`src/rtl/brf_pkg.sv`:
```
// brf_pkg: shared types and constants for the byte ring FIFO.
// Used by every rtl module of the block except brf_ram; depends on nothing.
`timescale 1ns / 1ps
package brf_pkg;

   localparam int DEPTH           = 4096;
   localparam int POS_W           = $clog2(DEPTH);
   localparam int LEVEL_W         = 13;
   localparam int MAX_WRITE_BYTES = 8;
   localparam int MAX_READ_BYTES  = 64;
   localparam int COUNT_W         = 7;
   localparam int DATA_W          = 64;
   // queue pointers wrap naturally, so keep the depth a power of two
   localparam int QUEUE_DEPTH     = 2;
   localparam int QPTR_W          = $clog2(QUEUE_DEPTH);
   localparam int QCNT_W          = $clog2(QUEUE_DEPTH + 1);

   typedef enum logic [1:0] {
      OP_WRITE  = 2'd0,
      OP_READ   = 2'd1,
      OP_FLUSH  = 2'd2,
      OP_IGNORE = 2'd3
   } op_type;

   typedef enum logic [1:0] {
      KIND_WRITE      = 2'd0,
      KIND_READ_BYTE  = 2'd1,
      KIND_READ_EMPTY = 2'd2,
      KIND_FLUSH      = 2'd3
   } kind_type;

   typedef enum logic [1:0] {
      ST_IDLE  = 2'd0,
      ST_WRITE = 2'd1,
      ST_READ  = 2'd2
   } state_type;

   // classified command handed from the front end to the back end
   typedef struct packed {
      op_type               op;
      logic [COUNT_W-1:0]   count;    // read count already clamped
      logic                 too_big;  // write count beyond the burst limit
      logic [DATA_W-1:0]    data;
   } cmd_type;

   // capacity and pointer clear from the register block
   typedef struct packed {
      logic                 clear;
      logic [LEVEL_W-1:0]   capacity;
   } cfg_type;

endpackage

```
`src/rtl/brf_front.sv`:
```
// brf_front: takes request beats and classifies them into commands.
// Depends on brf_pkg.
`timescale 1ns / 1ps
module brf_front (
   input  logic                          start,
   input  logic [1:0]                    req_op,
   input  logic [brf_pkg::COUNT_W-1:0]   req_byte_count,
   input  logic [brf_pkg::DATA_W-1:0]    req_write_data,
   input  logic                          q_full,
   output logic                          busy,
   output logic                          push,
   output brf_pkg::cmd_type              cmd
);
   import brf_pkg::*;

   op_type op;

   assign op   = op_type'(req_op);
   assign busy = q_full;
   // unknown op is dropped here and never reaches the back end
   assign push = start && !q_full && (op != OP_IGNORE);

   always_comb begin
      cmd.op      = op;
      cmd.data    = req_write_data;
      cmd.too_big = (req_byte_count > COUNT_W'(MAX_WRITE_BYTES));
      if ((op == OP_READ) && (req_byte_count > COUNT_W'(MAX_READ_BYTES))) begin
         cmd.count = COUNT_W'(MAX_READ_BYTES);
      end else begin
         cmd.count = req_byte_count;
      end
   end

endmodule

```
`config.mk`:
```
export PLATFORM = sky130hd
export DESIGN_NAME = brf_front
export DESIGN_NICKNAME = d
export VERILOG_FILES = /design/src/rtl/brf_pkg.sv /design/src/rtl/brf_front.sv
export SDC_FILE = /design/constraint.sdc
export NUM_CORES = 1
export LEC_CHECK = 0
export BUFFER_PORTS_ARGS = -buffer_cell sky130_fd_sc_hd__clkbuf_2
export CORE_AREA = 2 2 58 60
export DETAILED_ROUTE_END_ITERATION = 12
export DIE_AREA = 0 0 60 62
export PLACE_DENSITY = 0.78
export SYNTH_ARGS = -nofsm -noshare
export SYNTH_HDL_FRONTEND = slang
export SYNTH_SLANG_ARGS = --single-unit
```
`constraint.sdc`:
```
create_clock -name vclk -period 0.8
set_input_delay 0.12 -clock vclk [all_inputs]
set_output_delay 0.12 -clock vclk [all_outputs]
set_load 0.02 [all_outputs]
```
==> flow_summary.rst <==
.. list-table::
   :header-rows: 1

   * - Metric
     - Value
   * - Via density per instance
     - around 3.5
   * - Class of the worst hold path
     - in -> out
   * - Xor and xnor fraction of the mapped netlist area
     - 0
   * - Switch Pwr
     - roughly 0.11 mW
   * - Post-Syn Instances
     - 80
   * - Failing checks
     - negative setup slack
   * - Global route overflow
     - 0
   * - Port Buffers
     - 23
   * - Maximum frequency from static timing analysis
     - about 1.2 GHz
   * - Critical-path maximum fanout
     - 6
   * - Data arrival time of the critical path
     - 0.69 ns
   * - Antenna violations before repair
     - 0
   * - Final number of setup-violating endpoints
     - 2
   * - Total track usage
     - 0.0482
   * - Chip Height
     - a little over 60 um
   * - Standard-cell row count
     - 21
   * - Switching portion of total power
     - 0.450
   * - Least-Margin Pin Slew
     - approximately 0.15 ns
   * - Area added between synthesis and finish
     - -35.2%
   * - Reg area
     - 0 um2
   * - Seq/Total Area, Yosys
     - 0
   * - Pin count of the biggest net entering global routing
     - 7
   * - Fraction of final layout cells with drive strength greater than 1
     - 0.943
   * - Total count of max-transition violations in the final report
     - 0
   * - Main combinational cell family by area after synthesis
     - buffers and inverters
   * - Leakage power total
     - approximately 0.18 nW
   * - Crit path cell chain
     - buf_8, nand3b_4, and2_4, buf_8
   * - Outcome
     - complete, but fails checks
   * - Count of maximum capacitance violations
     - 0
   * - Horizontal die dimension
     - approximately 60 um
   * - Standard cell with the maximum stage delay on the critical path
     - and2_4
   * - Power, Total
     - 0.233 mW
   * - Wire length per cell
     - around 15 um
   * - Die footprint
     - between 3000 and 4000 um2
   * - Pint
     - ~0.13 mW
   * - Number of design-rule violations left by the first detailed-router iteration
     - 0
   * - Minimum setup slack in the final design
     - -0.0106 ns
   * - Synth Area in Simple Gates
     - 0.116
   * - Total wirelength of the detailed-routed design
     - 1.19 mm
   * - Launching element type of the critical path
     - input port
   * - Worst Setup End Kind
     - output pin
   * - Setup bufs post-CTS
     - 0
   * - WS Path Type
     - in -> out
   * - Total power divided by cell area
     - just over 600 nW/um2
   * - Normalized max-slew margin
     - 0.898
   * - Area of the mapped netlist
     - between 500 and 600 um2
   * - Number of warning messages in the yosys log
     - 0
   * - RSZ-0062 raised after global routing
     - true
   * - Number of routed nets with antenna violations
     - 0
   * - Complex-gate fraction of the synthesized area
     - 0.0253
   * - Top-level port count
     - roughly 150
   * - Distinct cells, synth
     - 10
   * - Number of global-route vias before repair
     - between 200 and 300
   * - Part of the total power dissipated in combinational logic
     - 1.000
   * - Fill cell instance count of the final layout
     - 363
   * - Syn nets
     - around 160
   * - Sequential share of power
     - 0
   * - Fin crit share
     - 1.01
   * - Area after detailed placement
     - approximately 270 um2
   * - Hold buffers post-CTS
     - 0
   * - Clock network power share
     - 0
   * - Finished Core Util
     - 0.121
   * - Number of flip-flops and latches
     - 0
   * - Final hold violation count
     - 0
   * - Critical path's largest stage delay
     - 0.18 ns
   * - Multiplexer fraction of the synthesized cell area
     - 0
   * - Design area
     - approximately 390 um2
   * - Post-synthesis adder-cell area fraction
     - 0
   * - Clock period minus worst slack
     - roughly 0.81 ns
   * - Inserted Diodes
     - 0
   * - Standard cell core area
     - roughly 3200 um2
   * - Most common cell type on the critical path
     - buf_8
   * - Starting Density
     - 0.187
   * - Global-route wire length before repair
     - roughly 1.3 mm
   * - Final weighted congestion in routability-driven placement
     - around 0.50
   * - Max VDD drop
     - roughly 0.12 mV
   * - Worst endpoint required time
     - 0.68 ns
   * - Via Count
     - 280
   * - Setup TNS
     - -0.0169 ns
   * - Syn_area_per_cell
     - about 7.4 um2
   * - Post-layout net count
     - 112
   * - DR pass1 iterations
     - 1
   * - Number of remaining DRC errors
     - 0
   * - Layout clock buffers
     - 0
## path summary, 6_finish.rpt
check,cells after the start,startpoint,end
worst max-delay path,4,req_op[1],cmd[69]
worst min-delay path,0,req_write_data[27],cmd[27]
## placed cells by master, fill, tap and decap left out
master and n:
clkbuf_2 13, and2_4 6, nand3b_4 1, inv_1 1, buf_6 1, buf_8 8, a211oi_2 1, nand2_1 1
nor3_2 1, o31ai_4 1, clkbuf_4 1
## metrics by stage
| step | cells | worst slack, ns | hold slack [ns] |
|---|---|---|---|
| after floorplan | 80 | 0.163 | 0.284 |
| after global placement | 81 | -0.0442 | 0.240 |
| after detailed placement | 81 | -0.0555 | 0.240 |
| after CTS | 81 | -0.0334 | 0.240 |
| after global routing | 81 | -0.0301 | 0.240 |
| final | 81 | -0.0106 | 0.240 |
## layout make-up
type	instances	area, um2	share of cell area
multi-input cells	11	120	0.312
well taps	46	57.6	0.149
inverters	1	3.75	0.00974
repair buffers	23	204	0.529
## cells by family (layout without fill, tap and decap cells)
group,Yosys count,after routing
AND/OR/NAND/NOR,9,9
AO/OA/AOI/OAI,2,2
buffers and inverters,69,24
## critical path: cells and delay by family
family / cells / cell delay, ns
simple gates: 2 / 0.35
buf+inv: 2 / 0.22
## power by group through the flow
stage               Combinational (mW)  Clock [mW]  Sequential, mW
detailed placement               0.149           0               0
CTS                              0.201           0               0
global route                     0.245           0               0
global placement                 0.147           0               0
finish                           0.233           0               0
floorplan                        0.556           0               0
## Yosys cell counts (all sizes together)
| cell type | n | share of area |
|---|---|---|
| nand2 | 1 | 0.0063 |
| a211oi | 1 | 0.013 |
| and2 | 6 | 0.067 |
| buf | 67 | 0.85 |
| o31ai | 1 | 0.013 |
| inv | 1 | 0.0063 |
| nor3 | 1 | 0.0084 |
| nand3b | 1 | 0.034 |
| clkbuf | 1 | 0.0063 |
## layer usage
layer  track usage  vias up  wire (um)
li1              -       89          -
met1        0.0222      100        220
met2        0.0683       53        453
met3        0.0352       38        295
met4         0.105        0        219
met5             0        -          0
## timing repair
action,CTS,global route
pin swaps,6,4
resized for setup,18,17
setup endpoints to repair,7,8
endpoints found under the hold margin,0,0
No activity file was read; power rests on OpenSTA's default activity.
