`config.mk`:
```
export PLATFORM = sky130hd
export DESIGN_NAME = brf_cmd_queue
export DESIGN_NICKNAME = d
export VERILOG_FILES = /design/src/rtl/brf_pkg.sv /design/src/rtl/brf_cmd_queue.sv
export SDC_FILE = /design/constraint.sdc
export NUM_CORES = 1
export LEC_CHECK = 0
export ABC_AREA = 0
export BUFFER_PORTS_ARGS = -buffer_cell sky130_fd_sc_hd__buf_2
export CAP_MARGIN = 20
export CORE_MARGIN = 10
export CORE_UTILIZATION = 30
export CTS_BUF_LIST = sky130_fd_sc_hd__clkbuf_2 sky130_fd_sc_hd__clkbuf_4 sky130_fd_sc_hd__clkbuf_8
export DETAILED_ROUTE_END_ITERATION = 16
export PLACE_DENSITY = 0.49
export SLEW_MARGIN = 20
export SYNTH_ARGS = -nofsm -noshare
export SYNTH_HDL_FRONTEND = slang
export SYNTH_SLANG_ARGS = --single-unit
```
`constraint.sdc`:
```
create_clock -name clock -period 3.4 [get_ports clock]
set_input_delay 0.68 -clock clock [delete_from_list [all_inputs] [get_ports clock]]
set_output_delay 0.68 -clock clock [all_outputs]
set_load 0.02 [all_outputs]
```
`src/rtl/brf_pkg.sv`:
```
// brf_pkg: shared types and constants for the byte ring FIFO.
// Used by every rtl module of the block except brf_ram; depends on nothing.
`timescale 1ns / 1ps
package brf_pkg;

   localparam int DEPTH           = 4096;
   localparam int POS_W           = $clog2(DEPTH);
   localparam int LEVEL_W         = 13;
   localparam int MAX_WRITE_BYTES = 8;
   localparam int MAX_READ_BYTES  = 64;
   localparam int COUNT_W         = 7;
   localparam int DATA_W          = 64;
   // queue pointers wrap naturally, so keep the depth a power of two
   localparam int QUEUE_DEPTH     = 2;
   localparam int QPTR_W          = $clog2(QUEUE_DEPTH);
   localparam int QCNT_W          = $clog2(QUEUE_DEPTH + 1);

   typedef enum logic [1:0] {
      OP_WRITE  = 2'd0,
      OP_READ   = 2'd1,
      OP_FLUSH  = 2'd2,
      OP_IGNORE = 2'd3
   } op_type;

   typedef enum logic [1:0] {
      KIND_WRITE      = 2'd0,
      KIND_READ_BYTE  = 2'd1,
      KIND_READ_EMPTY = 2'd2,
      KIND_FLUSH      = 2'd3
   } kind_type;

   typedef enum logic [1:0] {
      ST_IDLE  = 2'd0,
      ST_WRITE = 2'd1,
      ST_READ  = 2'd2
   } state_type;

   // classified command handed from the front end to the back end
   typedef struct packed {
      op_type               op;
      logic [COUNT_W-1:0]   count;    // read count already clamped
      logic                 too_big;  // write count beyond the burst limit
      logic [DATA_W-1:0]    data;
   } cmd_type;

   // capacity and pointer clear from the register block
   typedef struct packed {
      logic                 clear;
      logic [LEVEL_W-1:0]   capacity;
   } cfg_type;

endpackage

```
`src/rtl/brf_cmd_queue.sv`:
```
// brf_cmd_queue: short command queue between front and back end.
// Depends on brf_pkg.
`timescale 1ns / 1ps
module brf_cmd_queue (
   input  logic              clock,
   input  logic              reset,
   input  logic              push,
   input  brf_pkg::cmd_type  push_cmd,
   input  logic              pop,
   output brf_pkg::cmd_type  head_cmd,
   output logic              full,
   output logic              empty
);
   import brf_pkg::*;

   cmd_type             q_ff [QUEUE_DEPTH];
   logic [QPTR_W-1:0]   wr_ptr_ff, wr_ptr_in;
   logic [QPTR_W-1:0]   rd_ptr_ff, rd_ptr_in;
   logic [QCNT_W-1:0]   cnt_ff, cnt_in;
   logic                do_push, do_pop;

   assign full     = (cnt_ff == QCNT_W'(QUEUE_DEPTH));
   assign empty    = (cnt_ff == '0);
   assign head_cmd = q_ff[rd_ptr_ff];
   assign do_push  = push && !full;
   assign do_pop   = pop && !empty;

   always_comb begin
      wr_ptr_in = do_push ? wr_ptr_ff + 1'b1 : wr_ptr_ff;
      rd_ptr_in = do_pop  ? rd_ptr_ff + 1'b1 : rd_ptr_ff;
      cnt_in    = cnt_ff;
      if (do_push && !do_pop) begin
         cnt_in = cnt_ff + 1'b1;
      end else if (do_pop && !do_push) begin
         cnt_in = cnt_ff - 1'b1;
      end
   end

   always_ff @(posedge clock) begin
      if (reset) begin
         wr_ptr_ff <= '0;
         rd_ptr_ff <= '0;
         cnt_ff    <= '0;
      end else begin
         wr_ptr_ff <= wr_ptr_in;
         rd_ptr_ff <= rd_ptr_in;
         cnt_ff    <= cnt_in;
      end
      if (do_push) begin
         q_ff[wr_ptr_ff] <= push_cmd;
      end
   end

endmodule

```
==> flow_results.xml <==
<?xml version="1.0" encoding="UTF-8"?>
<metrics>
  <group name="run_status">
    <metric name="run_status" unit="">completed</metric>
  </group>
  <group name="clock_tree">
    <metric name="cts_buffer_depth" unit="">2</metric>
    <metric name="worst_setup_hold_path_clk_slew" unit="ns">0.09</metric>
    <metric name="cts_resized" unit="">0</metric>
    <metric name="number_of_sinks_driven_by_the_clock_tree" unit="">153</metric>
    <metric name="clk-insertion-delay-late" unit="ns">0.45</metric>
    <metric name="htreeDepth" unit="">4</metric>
    <metric name="cts.root.buffer_cell" unit="">sky130_fd_sc_hd__clkbuf_8</metric>
    <metric name="post_cts.repair.setup_buffers" unit="">0</metric>
    <metric name="cts_buffers" unit="">17</metric>
    <metric name="hold_buffers" unit="">0</metric>
    <metric name="tritoncts_clock_tree" unit="">done</metric>
  </group>
  <group name="global_route">
    <metric name="gr-total-overflow" unit="">0</metric>
    <metric name="global_route.peak_usage_layer" unit="">met2</metric>
    <metric name="first_global_vias" unit="">3325</metric>
    <metric name="groute.usage.overall" unit="%">9.690</metric>
    <metric name="initial_antenna_violation_count" unit="">1</metric>
    <metric name="largest_net_degree_at_the_start_of_global_routing" unit="">40</metric>
    <metric name="globalRouteMet3Util" unit="%">5.156</metric>
    <metric name="grt_util_met2" unit="%">16.17</metric>
    <metric name="grt_first_pass_wirelength" unit="microns">18040</metric>
    <metric name="global_route.usage.met1" unit="%">10.30</metric>
  </group>
  <group name="placed_design">
    <metric name="io_buffers" unit="">153</metric>
    <metric name="dp_hpwl" unit="microns">8011</metric>
    <metric name="place.gp.congestion" unit="">0.6970</metric>
  </group>
  <group name="cells_and_area">
    <metric name="multi_input_area" unit="sq um">945.9</metric>
    <metric name="filler_cells_inserted" unit="">1693</metric>
    <metric name="area.sequential" unit="sq mm">0.004548</metric>
    <metric name="finalNetCount" unit="">502</metric>
    <metric name="area_delta_synth_final" unit="%">26.80</metric>
    <metric name="antenna_cells" unit="">0</metric>
    <metric name="post_route_cells_drive_above_1_share" unit="%">61.24</metric>
  </group>
  <group name="power_and_ir_drop">
    <metric name="leak_pwr" unit="nW">2.593</metric>
    <metric name="peakVddDrop" unit="uV">355.6</metric>
    <metric name="power-per-cell-area" unit="mW/mm^2">764.8</metric>
  </group>
  <group name="floorplan">
    <metric name="fp.dieH" unit="microns">156.0</metric>
    <metric name="total_number_of_placement_rows" unit="">49</metric>
    <metric name="core" unit="sq mm">0.01809</metric>
    <metric name="floorplan.initialDensity" unit="%">30.69</metric>
    <metric name="die_x" unit="microns">156.0</metric>
    <metric name="ports_placed_on_the_boundary" unit="">154</metric>
    <metric name="design.die.area" unit="sq mm">0.02434</metric>
  </group>
  <group name="route">
    <metric name="route.final.wire_length" unit="microns">11770</metric>
    <metric name="number_of_remaining_drc_errors" unit="">0</metric>
    <metric name="routed_via_density" unit="">4.325</metric>
    <metric name="drt_pre_antenna_iters" unit="">4</metric>
    <metric name="post_drt_wl_per_cell" unit="microns">17.69</metric>
    <metric name="via_count" unit="">2876</metric>
    <metric name="ant_nets" unit="">0</metric>
    <metric name="drt_iter0_markers" unit="">86</metric>
  </group>
  <group name="synth">
    <metric name="netlist.top_cell.by_area" unit="">sky130_fd_sc_hd__edfxtp_1</metric>
    <metric name="netlist_instances" unit="">255</metric>
    <metric name="most_frequent_cell_after_synthesis" unit="">sky130_fd_sc_hd__edfxtp_1</metric>
    <metric name="netlist-cell-type-count" unit="">14</metric>
    <metric name="synth_area" unit="sq mm">0.005550</metric>
    <metric name="netlist_top_cells_count" unit="">sky130_fd_sc_hd__edfxtp_1, sky130_fd_sc_hd__mux2_2, sky130_fd_sc_hd__buf_4</metric>
    <metric name="synth-edff-count" unit="">148</metric>
    <metric name="dominant_combinational_cell_family_by_area_after_synthesis" unit="">multiplexers</metric>
    <metric name="yosys.area.top_type_share" unit="%">80.07</metric>
    <metric name="ys.warnings.count" unit="">0</metric>
    <metric name="muxShareOfSynthArea" unit="%">15.01</metric>
    <metric name="synth_seq_cells" unit="">153</metric>
    <metric name="synth_area_per_cell" unit="sq um">21.77</metric>
    <metric name="synth_simple_gate_area_share" unit="%">0.8341</metric>
    <metric name="synth-compound-area-share" unit="%">0.4509</metric>
    <metric name="synthTopCellsByArea" unit="">sky130_fd_sc_hd__edfxtp_1, sky130_fd_sc_hd__mux2_2, sky130_fd_sc_hd__dfxtp_1</metric>
    <metric name="synth_area_in_adders" unit="%">0.2254</metric>
    <metric name="synth-xor-area-share" unit="%">0.4734</metric>
    <metric name="yosys_most_used_dff" unit="">sky130_fd_sc_hd__edfxtp_1</metric>
    <metric name="synthArstFlopShare" unit="%">0</metric>
    <metric name="synth_fp_nets" unit="">334</metric>
    <metric name="yosysSeqAreaShare" unit="%">81.88</metric>
  </group>
  <group name="sta">
    <metric name="drv_slew" unit="">0</metric>
    <metric name="normalized_max_slew_margin" unit="%">61.32</metric>
    <metric name="fin_hold_ws" unit="ns">0.4126</metric>
    <metric name="finalCriticalPeriod" unit="ns">2.708</metric>
    <metric name="unrepaired_setup_endpoints_after_global_routing" unit="">false</metric>
    <metric name="worst-slew-pin-transition" unit="ns">0.5795</metric>
    <metric name="final.setup.tns" unit="ns">0</metric>
    <metric name="fin_worst_skew" unit="ns">0.01564</metric>
    <metric name="finalCritPeriodShare" unit="%">79.66</metric>
    <metric name="fmaxAchievable" unit="MHz">369.2</metric>
    <metric name="setup_viol" unit="">0</metric>
    <metric name="finalHoldViolations" unit="">0</metric>
  </group>
  <group name="worst_setup_path">
    <metric name="crit_path_end_kind" unit="">output port</metric>
    <metric name="worstSetupPathType" unit="">flop to output port</metric>
    <metric name="worst-path-max-fanout" unit="">39</metric>
    <metric name="worstPathArrival" unit="ns">2.03</metric>
    <metric name="critPathRequiredTime" unit="ns">2.72</metric>
    <metric name="critPathLaunchType" unit="">flop</metric>
  </group>
  <group name="hold_path">
    <metric name="min_path_type" unit="">input port to flop</metric>
  </group>
  <group name="flow_run">
    <metric name="drv_cap" unit="">0</metric>
  </group>
</metrics>
path summary, 6_finish.rpt:
| kind | depth (start not counted) | to | startpoint | slack (ns) |
|---|---|---|---|---|
| max | 3 | head_cmd[11] | flop | 0.69 |
| min | 1 | q_ff[1][61] | push_cmd[61] | 0.41 |
| max reg2reg | 4 | q_ff[0][67] | cnt_ff[0] | 1.46 |
| min reg2reg | 2 | wr_ptr_ff | wr_ptr_ff | 0.51 |
power by group:
group          leakage, nW  internal (W)  switching (W)
sequential            1.42       0.00237       0.000119
combinational        0.962      0.000597       0.000873
clock                0.208      0.000792       0.000634
total                 2.59       0.00376        0.00163
registers in the layout, summed over array words and instances, names as in the netlist, named ones only:
| register | count |
|---|---|
| q_ff | 148 |
| cnt_ff | 2 |
| rd_ptr_ff | 1 |
| wr_ptr_ff | 1 |
critical path, cell delays in order (launching register included):
cell and delay [ns]:
sky130_fd_sc_hd__dfxtp_4 0.69, sky130_fd_sc_hd__buf_12 0.30, sky130_fd_sc_hd__mux2_2 0.38, sky130_fd_sc_hd__buf_2 0.16
cells in the final DEF, fill, tap and decap left out, types with 3 or more instances in the layout:
| master | instances |
|---|---|
| sky130_fd_sc_hd__buf_2 | 153 |
| sky130_fd_sc_hd__mux2_2 | 74 |
| sky130_fd_sc_hd__edfxtp_1 | 148 |
| sky130_fd_sc_hd__clkbuf_8 | 18 |
| sky130_fd_sc_hd__o21ai_0 | 3 |
| sky130_fd_sc_hd__bufinv_16 | 3 |
| sky130_fd_sc_hd__clkinvlp_4 | 3 |
| sky130_fd_sc_hd__buf_12 | 3 |
| sky130_fd_sc_hd__xor2_1 | 3 |
| sky130_fd_sc_hd__clkbuf_4 | 6 |
| sky130_fd_sc_hd__dfxtp_1 | 4 |
| sky130_fd_sc_hd__clkinv_2 | 3 |
| sky130_fd_sc_hd__nor2_1 | 5 |
metal layers:
layer,vias to the layer above,share of wire (%)
met1,1424,40
li1,1336,-
met3,12,8.3
met2,102,51
met4,2,1.1
met5,-,0.11
layout make-up:
| cell class | count | share of cell area (%) |
|---|---|---|
| Tap cell | 229 | 4.071 |
| Clock buffer | 24 | 4.160 |
| Sequential cell | 153 | 64.62 |
| Multi-Input combinational cell | 92 | 13.44 |
| Timing Repair Buffer | 157 | 11.84 |
| Clock inverter | 8 | 1.742 |
| Inverter | 2 | 0.1244 |
stage by stage:
step	setup slack, ns	instances	util (%)	total power (W)	cell area (sq um)
3_3_place_gp	1.104	633	36.62	0.004040	6623
6_report	0.6917	665	38.91	0.005383	7038
3_5_place_dp	1.073	633	36.62	0.004051	6623
4_1_cts	0.6099	665	38.91	0.005500	7038
2_1_floorplan	0.3583	255	-	0.003516	5550
5_1_grt	0.5621	665	38.91	0.005680	7038
cell families (layout without fill, tap and decap cells):
| kind of cell | count (synthesis) | in the layout |
|---|---|---|
| fa+ha+maj | 1 | 1 |
| simple gates | 9 | 9 |
| flops | 153 | 153 |
| compound gates | 5 | 5 |
| xor+xnor | 3 | 3 |
| buf+inv | 10 | 191 |
| mux | 74 | 74 |
Note: power is estimated with default switching activity, not from simulation.
